[config.mk]
export PLATFORM = sky130hd
export DESIGN_NAME = sorted_ranking_table_flat
export DESIGN_NICKNAME = d
export VERILOG_FILES = /design/src/rtl/core/srt_pkg.sv /design/src/rtl/core/srt_if.sv /design/src/rtl/core/srt_ram.sv /design/src/rtl/core/sorted_ranking_table.sv /design/src/flat_wrapper.sv
export SDC_FILE = /design/constraint.sdc
export NUM_CORES = 2
export LEC_CHECK = 0
export BUFFER_PORTS_ARGS = -buffer_cell sky130_fd_sc_hd__buf_2
export CAP_MARGIN = 15
export CORE_ASPECT_RATIO = 1.2
export CORE_UTILIZATION = 60
export CTS_CLUSTER_SIZE = 20
export DETAILED_ROUTE_END_ITERATION = 7
export PLACE_DENSITY = 0.76
export SLEW_MARGIN = 20
export SYNTH_ARGS = -nofsm -noshare
export SYNTH_HDL_FRONTEND = slang
export SYNTH_SLANG_ARGS = --single-unit
[constraint.sdc]
create_clock -name clock -period 4.7 [get_ports clock]
set_input_delay 0.47 -clock clock [delete_from_list [all_inputs] [get_ports clock]]
set_output_delay 0.47 -clock clock [all_outputs]
set_load 0.03 [all_outputs]
[src/rtl/core/srt_pkg.sv]
// srt_pkg: shared types and codes for the sorted ranking table
// entry layout, command and status codes, field widths
// no dependencies
package srt_pkg;

   localparam int RANK_W = 6;

   typedef enum logic {
      CMD_INSERT = 1'b0,
      CMD_LIST   = 1'b1
   } command_type;

   typedef enum logic [1:0] {
      ST_INSERTED = 2'd0,
      ST_FULL     = 2'd1,
      ST_LISTED   = 2'd2,
      ST_NOMATCH  = 2'd3
   } status_type;

   typedef struct packed {
      logic [7:0]  player;
      logic [7:0]  partner;
      logic [15:0] points;
      logic [1:0]  level;
      logic        kind;
      logic [7:0]  wins;
      logic [7:0]  losses;
   } entry_type;

   localparam int ENTRY_W = $bits(entry_type);

endpackage

[src/rtl/core/srt_if.sv]
// srt_if: valid/ready channels of the sorted ranking table
// request channel (commands) and response channel (results)
// depends on srt_pkg
interface srt_req_if;
   logic                  valid;
   logic                  ready;
   srt_pkg::command_type  command;
   logic [7:0]            player_id;
   logic [7:0]            partner_id;
   logic [15:0]           points;
   logic [1:0]            level;
   logic                  kind;
   logic [7:0]            wins;
   logic [7:0]            losses;

   modport source (output valid, command, player_id, partner_id, points, level, kind,
                   wins, losses, input ready);
   modport sink (input valid, command, player_id, partner_id, points, level, kind,
                 wins, losses, output ready);
endinterface

interface srt_rsp_if;
   logic                         valid;
   logic                         ready;
   srt_pkg::status_type          status;
   logic [srt_pkg::RANK_W-1:0]   rank;
   logic [7:0]                   out_player;
   logic [7:0]                   out_partner;
   logic [15:0]                  out_points;
   logic [7:0]                   out_wins;
   logic [7:0]                   out_losses;
   logic                         last;

   modport source (output valid, status, rank, out_player, out_partner, out_points,
                   out_wins, out_losses, last, input ready);
   modport sink (input valid, status, rank, out_player, out_partner, out_points,
                 out_wins, out_losses, last, output ready);
endinterface

[src/rtl/core/srt_ram.sv]
// srt_ram: generic single-write, single-read synchronous ram
// registered read, rd_data follows rd_addr in the cycle after rd_en; read data holds while rd_en is low
// no dependencies
module srt_ram #(
   parameter int WIDTH = 51,
   parameter int DEPTH = 32
) (
   input  logic                     clock,
   input  logic                     wr_en,
   input  logic [$clog2(DEPTH)-1:0] wr_addr,
   input  logic [WIDTH-1:0]         wr_data,
   input  logic                     rd_en,
   input  logic [$clog2(DEPTH)-1:0] rd_addr,
   output logic [WIDTH-1:0]         rd_data
);

   logic [WIDTH-1:0] mem_ff [DEPTH];
   logic [WIDTH-1:0] rd_data_ff;

   always_ff @(posedge clock) begin
      if (wr_en) begin
         mem_ff[wr_addr] <= wr_data;
      end
      if (rd_en) begin
         rd_data_ff <= mem_ff[rd_addr];
      end
   end

   assign rd_data = rd_data_ff;

endmodule

[src/rtl/core/sorted_ranking_table.sv]
// sorted_ranking_table: bounded table of entries kept in descending order of points
// depends on srt_pkg, srt_if (srt_req_if, srt_rsp_if) and srt_ram
//
// usage
//   req carries one command word: insert places a new entry ahead of the first
//   stored entry with strictly fewer points (ties keep arrival order); list
//   streams every stored entry whose level and kind match, in table order
//   rsp carries result words: one status word per insert (inserted or full),
//   one listed word per matching entry with rank from 1, or a single no-match
//   word; the final word of every command has last set
// timing
//   the table lives in one ram with a registered read
//   insert: backward scan from the tail, one entry read and shifted per cycle;
//     no entry is read on an empty or a full table
//   list: forward scan, one entry read per cycle while rsp is not stalled
//   one command at a time; req is ready only between commands
// reset
//   synchronous, clears the entry count and control; ram contents are not
//   cleared, entries beyond the count are never read
// stall
//   results leave through an output register; while rsp is stalled a
//   second match stops the list scan and the ram read data simply holds
module sorted_ranking_table #(
   parameter int DEPTH = 32
) (
   input  logic        clock,
   input  logic        reset,
   srt_req_if.sink     req,
   srt_rsp_if.source   rsp
);

   localparam int AW = $clog2(DEPTH);
   localparam int CW = $clog2(DEPTH + 1);

   typedef enum logic [1:0] {
      S_IDLE,
      S_ISCAN,
      S_LSCAN,
      S_FINISH
   } state_type;

   // control
   state_type            state_ff, state_in;
   logic [CW-1:0]        count_ff, count_in;
   logic [CW-1:0]        idx_ff, idx_in;       // insert: free slot; list: next read
   logic                 rv_ff, rv_in;         // ram read data valid this cycle
   logic                 held_v_ff, held_v_in;
   logic [CW-1:0]        nmatch_ff, nmatch_in;
   srt_pkg::status_type  status_ff, status_in;
   logic                 rsp_v_ff, rsp_v_in;

   // payload
   srt_pkg::entry_type   new_ff, new_in;       // insert entry, or list selector
   srt_pkg::entry_type   held_ff, held_in;     // latest match, sent once next is known
   srt_pkg::status_type  rsp_status_ff, rsp_status_in;
   logic [srt_pkg::RANK_W-1:0] rsp_rank_ff, rsp_rank_in;
   srt_pkg::entry_type   rsp_entry_ff, rsp_entry_in;
   logic                 rsp_last_ff, rsp_last_in;

   // ram side
   logic                      wr_en, rd_en;
   logic [AW-1:0]             wr_addr, rd_addr;
   srt_pkg::entry_type        wr_data, rdata;
   logic [srt_pkg::ENTRY_W-1:0] rd_bits;

   logic [CW-1:0] idx_m1, idx_m2;
   logic          out_free, match, stall;

   srt_ram #(
      .WIDTH (srt_pkg::ENTRY_W),
      .DEPTH (DEPTH)
   ) u_table (
      .clock   (clock),
      .wr_en   (wr_en),
      .wr_addr (wr_addr),
      .wr_data (wr_data),
      .rd_en   (rd_en),
      .rd_addr (rd_addr),
      .rd_data (rd_bits)
   );

   assign rdata    = srt_pkg::entry_type'(rd_bits);
   assign idx_m1   = idx_ff - CW'(1);
   assign idx_m2   = idx_ff - CW'(2);
   assign out_free = !rsp_v_ff || rsp.ready;
   assign match    = (rdata.level == new_ff.level) && (rdata.kind == new_ff.kind);
   // a second match needs the output register for the one held
   assign stall    = rv_ff && match && held_v_ff && !out_free;

   assign req.ready = (state_ff == S_IDLE);

   always_comb begin
      state_in      = state_ff;
      count_in      = count_ff;
      idx_in        = idx_ff;
      rv_in         = 1'b0;
      held_v_in     = held_v_ff;
      nmatch_in     = nmatch_ff;
      status_in     = status_ff;
      new_in        = new_ff;
      held_in       = held_ff;
      rsp_v_in      = rsp_v_ff && !rsp.ready;
      rsp_status_in = rsp_status_ff;
      rsp_rank_in   = rsp_rank_ff;
      rsp_entry_in  = rsp_entry_ff;
      rsp_last_in   = rsp_last_ff;
      wr_en         = 1'b0;
      wr_addr       = idx_ff[AW-1:0];
      wr_data       = new_ff;
      rd_en         = 1'b0;
      rd_addr       = idx_ff[AW-1:0];

      case (state_ff)
         S_IDLE: begin
            if (req.valid) begin
               new_in.player  = req.player_id;
               new_in.partner = req.partner_id;
               new_in.points  = req.points;
               new_in.level   = req.level;
               new_in.kind    = req.kind;
               new_in.wins    = req.wins;
               new_in.losses  = req.losses;
               held_v_in      = 1'b0;
               nmatch_in      = '0;
               if (req.command == srt_pkg::CMD_INSERT) begin
                  if (count_ff >= CW'(DEPTH)) begin
                     status_in = srt_pkg::ST_FULL;
                     state_in  = S_FINISH;
                  end else begin
                     status_in = srt_pkg::ST_INSERTED;
                     idx_in    = count_ff;
                     state_in  = S_ISCAN;
                  end
               end else begin
                  status_in = srt_pkg::ST_NOMATCH;
                  idx_in    = '0;
                  state_in  = S_LSCAN;
               end
            end
         end

         S_ISCAN: begin
            if (rv_ff) begin
               if (new_ff.points > rdata.points) begin
                  // shift the smaller entry one slot toward the tail
                  wr_en   = 1'b1;
                  wr_data = rdata;
                  idx_in  = idx_m1;
                  if (idx_ff != CW'(1)) begin
                     rd_en   = 1'b1;
                     rd_addr = idx_m2[AW-1:0];
                     rv_in   = 1'b1;
                  end
               end else begin
                  wr_en    = 1'b1;
                  count_in = count_ff + CW'(1);
                  state_in = S_FINISH;
               end
            end else if (idx_ff == '0) begin
               // new entry goes to the head
               wr_en    = 1'b1;
               count_in = count_ff + CW'(1);
               state_in = S_FINISH;
            end else begin
               rd_en   = 1'b1;
               rd_addr = idx_m1[AW-1:0];
               rv_in   = 1'b1;
            end
         end

         S_LSCAN: begin
            if (stall) begin
               rv_in = 1'b1;
            end else begin
               if (rv_ff && match) begin
                  if (held_v_ff) begin
                     rsp_v_in      = 1'b1;
                     rsp_status_in = srt_pkg::ST_LISTED;
                     rsp_rank_in   = srt_pkg::RANK_W'(nmatch_ff);
                     rsp_entry_in  = held_ff;
                     rsp_last_in   = 1'b0;
                  end
                  held_in   = rdata;
                  held_v_in = 1'b1;
                  nmatch_in = nmatch_ff + CW'(1);
               end
               if (idx_ff < count_ff) begin
                  rd_en   = 1'b1;
                  rd_addr = idx_ff[AW-1:0];
                  idx_in  = idx_ff + CW'(1);
                  rv_in   = 1'b1;
               end else if (!rv_ff) begin
                  state_in = S_FINISH;
               end
            end
         end

         S_FINISH: begin
            if (out_free) begin
               rsp_v_in    = 1'b1;
               rsp_last_in = 1'b1;
               if (held_v_ff) begin
                  rsp_status_in = srt_pkg::ST_LISTED;
                  rsp_rank_in   = srt_pkg::RANK_W'(nmatch_ff);
                  rsp_entry_in  = held_ff;
               end else begin
                  rsp_status_in = status_ff;
                  rsp_rank_in   = '0;
                  rsp_entry_in  = '0;
               end
               held_v_in = 1'b0;
               state_in  = S_IDLE;
            end
         end

         default: begin
            state_in = S_IDLE;
         end
      endcase
   end

   always_ff @(posedge clock) begin
      if (reset) begin
         state_ff  <= S_IDLE;
         count_ff  <= '0;
         idx_ff    <= '0;
         rv_ff     <= 1'b0;
         held_v_ff <= 1'b0;
         nmatch_ff <= '0;
         status_ff <= srt_pkg::ST_INSERTED;
         rsp_v_ff  <= 1'b0;
      end else begin
         state_ff  <= state_in;
         count_ff  <= count_in;
         idx_ff    <= idx_in;
         rv_ff     <= rv_in;
         held_v_ff <= held_v_in;
         nmatch_ff <= nmatch_in;
         status_ff <= status_in;
         rsp_v_ff  <= rsp_v_in;
      end
      new_ff        <= new_in;
      held_ff       <= held_in;
      rsp_status_ff <= rsp_status_in;
      rsp_rank_ff   <= rsp_rank_in;
      rsp_entry_ff  <= rsp_entry_in;
      rsp_last_ff   <= rsp_last_in;
   end

   assign rsp.valid       = rsp_v_ff;
   assign rsp.status      = rsp_status_ff;
   assign rsp.rank        = rsp_rank_ff;
   assign rsp.out_player  = rsp_entry_ff.player;
   assign rsp.out_partner = rsp_entry_ff.partner;
   assign rsp.out_points  = rsp_entry_ff.points;
   assign rsp.out_wins    = rsp_entry_ff.wins;
   assign rsp.out_losses  = rsp_entry_ff.losses;
   assign rsp.last        = rsp_last_ff;

   // shift writes and the next read never hit the same slot
   a_no_rw_collision: assert property (@(posedge clock) disable iff (reset)
      (wr_en && rd_en) |-> (wr_addr != rd_addr))
      else $error("ram read and write at the same address");

   a_count_bound: assert property (@(posedge clock) disable iff (reset)
      count_ff <= CW'(DEPTH))
      else $error("entry count beyond depth");

   // the count only grows, one entry per completed insert
   a_count_step: assert property (@(posedge clock) disable iff (reset)
      (count_ff != $past(count_ff)) |-> (count_ff == $past(count_ff) + CW'(1)))
      else $error("entry count changed by more than one");

   a_held_has_rank: assert property (@(posedge clock) disable iff (reset)
      held_v_ff |-> (nmatch_ff != '0))
      else $error("held match without a match count");

endmodule
[src/flat_wrapper.sv]
// flat-port wrapper written by rule: the top's interface ports become plain ports
module sorted_ranking_table_flat 
#(
   parameter int DEPTH = 32
)
  (clock, reset, req_valid, req_command, req_player_id, req_partner_id, req_points, req_level, req_kind, req_wins, req_losses, req_ready, rsp_valid, rsp_status, rsp_rank, rsp_out_player, rsp_out_partner, rsp_out_points, rsp_out_wins, rsp_out_losses, rsp_last, rsp_ready);
  srt_req_if req_i ();
  srt_rsp_if rsp_i ();
  input  logic clock;
  input  logic reset;
  input wire logic [$bits(req_i.valid)-1:0] req_valid;
  input wire logic [$bits(req_i.command)-1:0] req_command;
  input wire logic [$bits(req_i.player_id)-1:0] req_player_id;
  input wire logic [$bits(req_i.partner_id)-1:0] req_partner_id;
  input wire logic [$bits(req_i.points)-1:0] req_points;
  input wire logic [$bits(req_i.level)-1:0] req_level;
  input wire logic [$bits(req_i.kind)-1:0] req_kind;
  input wire logic [$bits(req_i.wins)-1:0] req_wins;
  input wire logic [$bits(req_i.losses)-1:0] req_losses;
  output wire logic [$bits(req_i.ready)-1:0] req_ready;
  output wire logic [$bits(rsp_i.valid)-1:0] rsp_valid;
  output wire logic [$bits(rsp_i.status)-1:0] rsp_status;
  output wire logic [$bits(rsp_i.rank)-1:0] rsp_rank;
  output wire logic [$bits(rsp_i.out_player)-1:0] rsp_out_player;
  output wire logic [$bits(rsp_i.out_partner)-1:0] rsp_out_partner;
  output wire logic [$bits(rsp_i.out_points)-1:0] rsp_out_points;
  output wire logic [$bits(rsp_i.out_wins)-1:0] rsp_out_wins;
  output wire logic [$bits(rsp_i.out_losses)-1:0] rsp_out_losses;
  output wire logic [$bits(rsp_i.last)-1:0] rsp_last;
  input wire logic [$bits(rsp_i.ready)-1:0] rsp_ready;
  assign req_i.valid = req_valid;
  assign req_i.command = req_command;
  assign req_i.player_id = req_player_id;
  assign req_i.partner_id = req_partner_id;
  assign req_i.points = req_points;
  assign req_i.level = req_level;
  assign req_i.kind = req_kind;
  assign req_i.wins = req_wins;
  assign req_i.losses = req_losses;
  assign req_ready = req_i.ready;
  assign rsp_valid = rsp_i.valid;
  assign rsp_status = rsp_i.status;
  assign rsp_rank = rsp_i.rank;
  assign rsp_out_player = rsp_i.out_player;
  assign rsp_out_partner = rsp_i.out_partner;
  assign rsp_out_points = rsp_i.out_points;
  assign rsp_out_wins = rsp_i.out_wins;
  assign rsp_out_losses = rsp_i.out_losses;
  assign rsp_last = rsp_i.last;
  assign rsp_i.ready = rsp_ready;
  sorted_ranking_table #(.DEPTH(DEPTH)) u_core (.clock(clock), .reset(reset), .req(req_i), .rsp(rsp_i));
endmodule
# Word level (Yosys, flattened, before mapping)
# Memories as Yosys holds them, arrays and structs flattened. A register that Yosys moved wholly into a read port is not among the register bits.
# Cells that the tools add are included.
# op_classes
add_sub_neg,5
n_mul,0
div_mod_pow,0
order_cmp,3
n_eq_ne,20
shift,0
mux,83
n_bitwise,1
n_reduce_logical,24
# ops
operator,count
$mux W51,8
$mux W6,18
$pmux W51 S2,1
$mux W2,16
$mux W1,25
$mux W5,5
$pmux W6 S2,2
$add A6 B1 Y6 const B,3
$pmux W6 S3,1
$gt A16 B16 Y1,1
$reduce_and A7 Y1,2
$ne A2 B1 Y1 const B,6
$ne A2 B2 Y1 const B,5
$reduce_and A5 Y1,2
$pmux W1 S2,4
$pmux W2 S4,1
$ge A6 B6 Y1 const B,1
$logic_not A6 Y1,1
$lt A6 B6 Y1,1
$ne A3 B3 Y1 const B,2
$ne A6 B1 Y1 const B,1
$reduce_and A3 Y1,2
$reduce_bool A2 Y1,3
$reduce_bool A3 Y1,2
other kinds (16),23
# word_totals
register_bits,184
latch_bits,0
ram_bits,1632
rom_bits,0
in_bits,56
output_inout_bits,59
wordCells,167
mem_count,1
# memory_table
memory,words,width,read_ports,rd_ports_with_merged_regs,wr,line,text
u_core.u_table.mem_ff,32,51,1,1,1,srt_ram.sv:17,logic [WIDTH-1:0] mem_ff [DEPTH];

# Longest topological paths before layout
# depth
word_depth,7
depth_mapped,14
ltp_nobuf,11

# By module
# Synthesis repeated with hierarchy kept, for this count alone.
# unflattened
cells_unflattened,4164
area_unflattened_um2,73215.2
# modules_own_cells
mod,n_inst,cells_per_inst,area_per_inst_um2,seq_area_each_um2
srt_ram,1,3574,65053.6,50538.5
sorted_ranking_table,1,590,8161.6,5185.0

# Worst setup path after synthesis
# OpenSTA, ideal clock, no wires.
# synth_path
path_type,register to register
start,register u_core.state_ff[0]
end,"register u_core.rsp_last_ff (netlist: u_core.rsp.last), enable pin"
setup_time_ns,0.491
arrival_ns,3.880
required_ns,4.209
path_slack_ns,0.329
path_stages_with_launch,7
path_buffers,2
synth_period_minus_slack_ns,4.371
cell_sequence,dfxtp_1 > inv_1 > ha_1 > clkbuf_1 > clkbuf_1 > nand2b_1 > a21oi_1
# synth_between
elab_chain_cells,3
word_cells_on_any_way,8
cone_classes,6 x eq/ne; 2 x reduce/logical
# synth_lines
element,line,text
"start, declared",sorted_ranking_table.sv:43,"state_type state_ff, state_in;"
"start signal, assigned",sorted_ranking_table.sv:233,state_ff <= state_in;
$eq A2 B2 Y1,sorted_ranking_table.sv:113,case (state_ff)
"$ne A2 B1 Y1 (no line), or another cell as far along",--,
$reduce_and A5 Y1 (no line) *,--,
"end signal, assigned",sorted_ranking_table.sv:247,rsp_last_ff <= rsp_last_in;
"end, declared",sorted_ranking_table.sv:58,"logic rsp_last_ff, rsp_last_in;"
# Every way passes the cells marked *; elsewhere a longest branch is shown, timed or not.
# A chain may end at the register's enable or synchronous reset.

# Worst setup path in the final report
# layout_path
start,register u_core.u_table.rd_data_ff[26] (netlist: u_core.u_table.rd_data[26]) (read register of u_core.u_table.mem_ff)
end,memory u_core.u_table.mem_ff[25][23] (data pin)
# layout_between
elab_chain_cells,4
# layout_lines
element,line,text
"start, declared",srt_ram.sv:18,logic [WIDTH-1:0] rd_data_ff;
$gt A16 B16 Y1,sorted_ranking_table.sv:144,if (new_ff.points > rdata.points) begin
$mux W51,sorted_ranking_table.sv:144,
$mux W51,sorted_ranking_table.sv:143,if (rv_ff) begin
$mux W51,sorted_ranking_table.sv:113,
via u_core.u_table.wr_data[23],srt_ram.sv:11,"input logic [WIDTH-1:0] wr_data,"
"end, declared",srt_ram.sv:17,
# The timed path passes the listed nets, and every way through them passes these cells.

==> impl_results.rst <==
.. list-table::
   :header-rows: 1

   * - Metric
     - Value
   * - Switching power of the nets
     - 21.2 mW
   * - First-pass GRT wire length
     - 287 mm
   * - Most used standard cells in the synthesized netlist
     - 1839 x sky130_fd_sc_hd__edfxtp_1, 442 x sky130_fd_sc_hd__nand2_1, 267 x sky130_fd_sc_hd__mux2i_1
   * - Number of max-slew violations in the final report
     - 0
   * - Average wire length per cell after detail routing
     - 31.1 um
   * - X dimension of the die
     - between 300 and 400 um
   * - Most used standard cell by instance count after synthesis
     - sky130_fd_sc_hd__edfxtp_1
   * - Clock input transition at the sequential cells of the worst setup and hold paths
     - ~60 ps
   * - Launching instance or port of the critical path
     - u_core.u_table.rd_data[26]$_DFFE_PP_
   * - Hold Violations, Final
     - 0
   * - Number of antenna violations at the first check in global routing
     - 1
   * - Primary FF master, synth
     - sky130_fd_sc_hd__edfxtp_1
   * - FF+latch count, synth
     - approximately 1900
   * - Setup CP Type
     - flop to flop
   * - Share of the yosys chip area belonging to registers
     - 0.746
   * - Number of standard-cell rows in the floorplan
     - 141
   * - Part of the total power dissipated in the clock network
     - 0.238
   * - Ratio of cells with drive above 1 in the final layout
     - 0.188
   * - Worst reg2reg path startpoint
     - u_core.u_table.rd_data[26]$_DFFE_PP_
   * - Global-route total usage across every layer
     - 0.318
   * - Status
     - completed
   * - Post-CTS Repair Setup Buffers
     - 0
   * - Total standard cell area after synthesis
     - 74700 um2
   * - Max_cap viols
     - 0
   * - Diodes inserted
     - 0
   * - Relative area change from synthesis to final layout
     - 13.3%
   * - Worst hold start
     - req_valid
   * - Maximum number of pins on one net before global-route repair
     - 137
   * - Count of synthesis-stage warnings from yosys
     - 0
   * - Setup crit start kind
     - flop
   * - Yosys top cell by area
     - sky130_fd_sc_hd__edfxtp_1
   * - Clock Skews
     - 30.2 ps
   * - Setup violations, final
     - 0
   * - Gp weighted congestion
     - 0.892
   * - Residual antenna-violating net count after detailed routing
     - 0
   * - Int Power
     - 36.9 mW
   * - Reg-to-reg setup timing slack
     - 260 ps
   * - CP Data Arrival Time
     - 4890 ps
   * - Max Buffers Root-to-Sink
     - 3
   * - Critical path peak fanout
     - 32
   * - Per-cell via count in the routed design
     - between 6 and 7
   * - Static power due to leakage
     - about 28 nW
   * - Top cell type's share of synthesized area
     - 0.739
   * - Top cells by area in the synthesized netlist
     - sky130_fd_sc_hd__edfxtp_1 74%, sky130_fd_sc_hd__mux4_2 4.5%, sky130_fd_sc_hd__mux2i_1 3.6%
   * - Cts bufs inserted
     - around 170
   * - Comb pwr share
     - 0.415
   * - Slew HR
     - 0.310
   * - CTS tree
     - done
   * - Final core utilization
     - 0.687
   * - Number of global-route vias before repair
     - around 43000
   * - Setup Total Neg Slack
     - 0 ps
   * - Transition time of the tightest slew-check pin
     - 1040 ps
   * - Post-CTS Hold Buffers
     - 52
   * - Number of different library cells in the post-synthesis netlist
     - a little under 70
   * - Root Buffer Master
     - sky130_fd_sc_hd__clkbuf_16
   * - Average size of a mapped cell
     - 16.9 um2
   * - Sw frac
     - 0.365
   * - FILL cells
     - about 7600
   * - Vias after detailed routing
     - 44000
   * - Power Dens Cells
     - 686 nW/um2
   * - Share of synthesized flip-flops with an asynchronous set or reset
     - 0
   * - Source-to-sink clock delay at the later pin of the worst-skew pair
     - 820 ps
   * - Final worst-path cycle share
     - 0.944
   * - # DRC
     - 0
   * - Height of the die
     - about 390 um
   * - Port bufs
     - 114
   * - Post-synth EDFFs
     - approximately 1800
   * - Maximum level of the CTS H-tree
     - 4
   * - Shortest period the worst path allows
     - 4440 ps
   * - Max Fclk
     - approximately 0.23 GHz
   * - Post-cts gate resize count
     - 0
   * - Total Routed Length
     - 199 mm
   * - Sinks on Clock Net
     - ~1900
   * - Cell count of the worst reg-to-reg path
     - 12
   * - Worst hold path type
     - primary input to flop
   * - Endpoint class of the critical path
     - flop
   * - Seq pwr share
     - 0.347
   * - Boundary pin count
     - 115
   * - Detailed router's first-iteration violation count
     - 6568
   * - Number of detailed-route iterations in the first pass
     - 7
   * - Data required time at the worst endpoint
     - 5160 ps
   * - Overflow left after global routing
     - 0
   * - Worst-case vdd ir drop
     - a little over 600 uV
   * - Setup repair after global routing missed its margin
     - no
   * - Placeable core region
     - approximately 120000 um2
   * - Detail Placement HPWL
     - ~100 mm
   * - Area of the die
     - 126000 um2
   * - Count of cells along the worst hold path
     - 4
   * - Gate count of the mapped netlist
     - 4433
   * - Effective utilization at floorplan
     - 0.606
   * - Post-synth net total
     - 4524
   * - Net count reported at finish
     - 4716
-- area by class of cell --
type	instances	area, um2	share of cell area
sequential	1864	55700	0.658
multi-input combinational	2209	17800	0.210
clock inverter	110	1040	0.0123
timing repair buffer	344	3390	0.0401
inverter	33	125	0.00148
tap	1644	2060	0.0243
clock buffer	209	4510	0.0532
-- critical path, stage by stage, from the launching register on --
cell and delay [ps]:
sky130_fd_sc_hd__edfxtp_1 380, sky130_fd_sc_hd__inv_1 60, sky130_fd_sc_hd__ha_1 300, sky130_fd_sc_hd__nand4_1 270, sky130_fd_sc_hd__nor3_1 340, sky130_fd_sc_hd__a21boi_1 310
sky130_fd_sc_hd__a2111oi_2 80, sky130_fd_sc_hd__buf_4 210, sky130_fd_sc_hd__a21oi_1 340, sky130_fd_sc_hd__buf_4 240, sky130_fd_sc_hd__and3_4 650, sky130_fd_sc_hd__buf_12 260
sky130_fd_sc_hd__mux2_2 590
-- final timing paths --
kind                                             endpoint
setup / recovery  u_core.u_table.mem_ff[25][23]$_DFFE_PP_
hold / removal           u_core.status_ff[1]$_SDFFE_PP0P_
setup reg to reg  u_core.u_table.mem_ff[25][23]$_DFFE_PP_
hold reg to reg          u_core.status_ff[1]$_SDFFE_PP0P_
-- layer usage --
metal,GRT usage,wire [um],up-vias
met3,0.0700,23300,604
met5,0,7,-
li1,-,-,18100
met1,0.419,70200,22100
met4,0.133,8860,2
met2,0.514,97100,3172
-- registers in the layout, indices dropped and copies added, names as in the netlist, 6 cells and up --
| register | cells |
|---|---|
| u_core.count_ff | 6 |
| u_core.held_ff | 48 |
| u_core.idx_ff | 6 |
| u_core.new_ff | 51 |
| u_core.nmatch_ff | 6 |
| u_core.rsp.out_losses | 8 |
| u_core.rsp.out_partner | 8 |
| u_core.rsp.out_player | 8 |
| u_core.rsp.out_points | 16 |
| u_core.rsp.out_wins | 8 |
| u_core.rsp.rank | 6 |
| u_core.u_table.mem_ff | 1632 |
| u_core.u_table.rd_data | 51 |
-- kinds of logic (layout without fill, tap and decap cells) --
| kind of cell | after synthesis | in the layout | share of synthesized area |
|---|---|---|---|
| buf+inv | 360 | 696 | 0.0212 |
| compound gates | 648 | 648 | 0.0621 |
| simple gates | 985 | 985 | 0.0658 |
| xor+xnor | 23 | 23 | 0.00305 |
| mux | 518 | 518 | 0.0962 |
| fa+ha+maj | 35 | 35 | 0.00586 |
| flops | 1864 | 1864 | 0.746 |
-- cell usage in the layout, fill, tap and decap left out, types with 14 or more instances in the layout --
cell type and count:
sky130_fd_sc_hd__and2_1 59, sky130_fd_sc_hd__nor2_4 34, sky130_fd_sc_hd__o221ai_1 50, sky130_fd_sc_hd__dlygate4sd3_1 52, sky130_fd_sc_hd__o21ai_0 216, sky130_fd_sc_hd__xnor2_1 14
sky130_fd_sc_hd__ha_1 35, sky130_fd_sc_hd__a221oi_2 51, sky130_fd_sc_hd__clkinv_2 24, sky130_fd_sc_hd__mux2_2 101, sky130_fd_sc_hd__inv_1 32, sky130_fd_sc_hd__nand3_1 66
sky130_fd_sc_hd__buf_2 114, sky130_fd_sc_hd__buf_4 101, sky130_fd_sc_hd__clkbuf_1 34, sky130_fd_sc_hd__o21ai_1 54, sky130_fd_sc_hd__a211oi_1 206, sky130_fd_sc_hd__nand2_1 440
sky130_fd_sc_hd__a21oi_1 21, sky130_fd_sc_hd__or4_1 51, sky130_fd_sc_hd__clkinv_1 49, sky130_fd_sc_hd__nand4_1 262, sky130_fd_sc_hd__mux2i_1 267, sky130_fd_sc_hd__bufinv_16 17
sky130_fd_sc_hd__mux4_2 150, sky130_fd_sc_hd__edfxtp_1 1839, sky130_fd_sc_hd__dfxtp_1 25, sky130_fd_sc_hd__buf_12 77, sky130_fd_sc_hd__clkbuf_16 175, sky130_fd_sc_hd__nor2_1 30
-- power groups by stage --
stage	logic [mW]	registers (mW)	clock network [mW]
2_1_floorplan	15.8	20.4	0
3_3_place_gp	23.3	20.4	0
3_5_place_dp	23.6	20.5	0
4_1_cts	23.8	20.1	13.9
5_1_grt	25.3	20.2	14.5
6_report	24.1	20.1	13.9
-- metrics by stage --
| step | hold slack [ps] | area (um2) | setup slack, ps | power, mW | std cells |
|---|---|---|---|---|---|
| CTS | 33.3 | 84700 | 351 | 57.9 | 6413 |
| global placement | 439 | 78600 | 445 | 43.7 | 6042 |
| detailed placement | 455 | 78600 | 408 | 44.1 | 6042 |
| global route | 62.1 | 84700 | 178 | 60.0 | 6413 |
| finish | 67.7 | 84700 | 264 | 58.1 | 6413 |
| floorplan | 420 | 74700 | 329 | 36.2 | 4433 |
(Power assumes the default switching activity.)
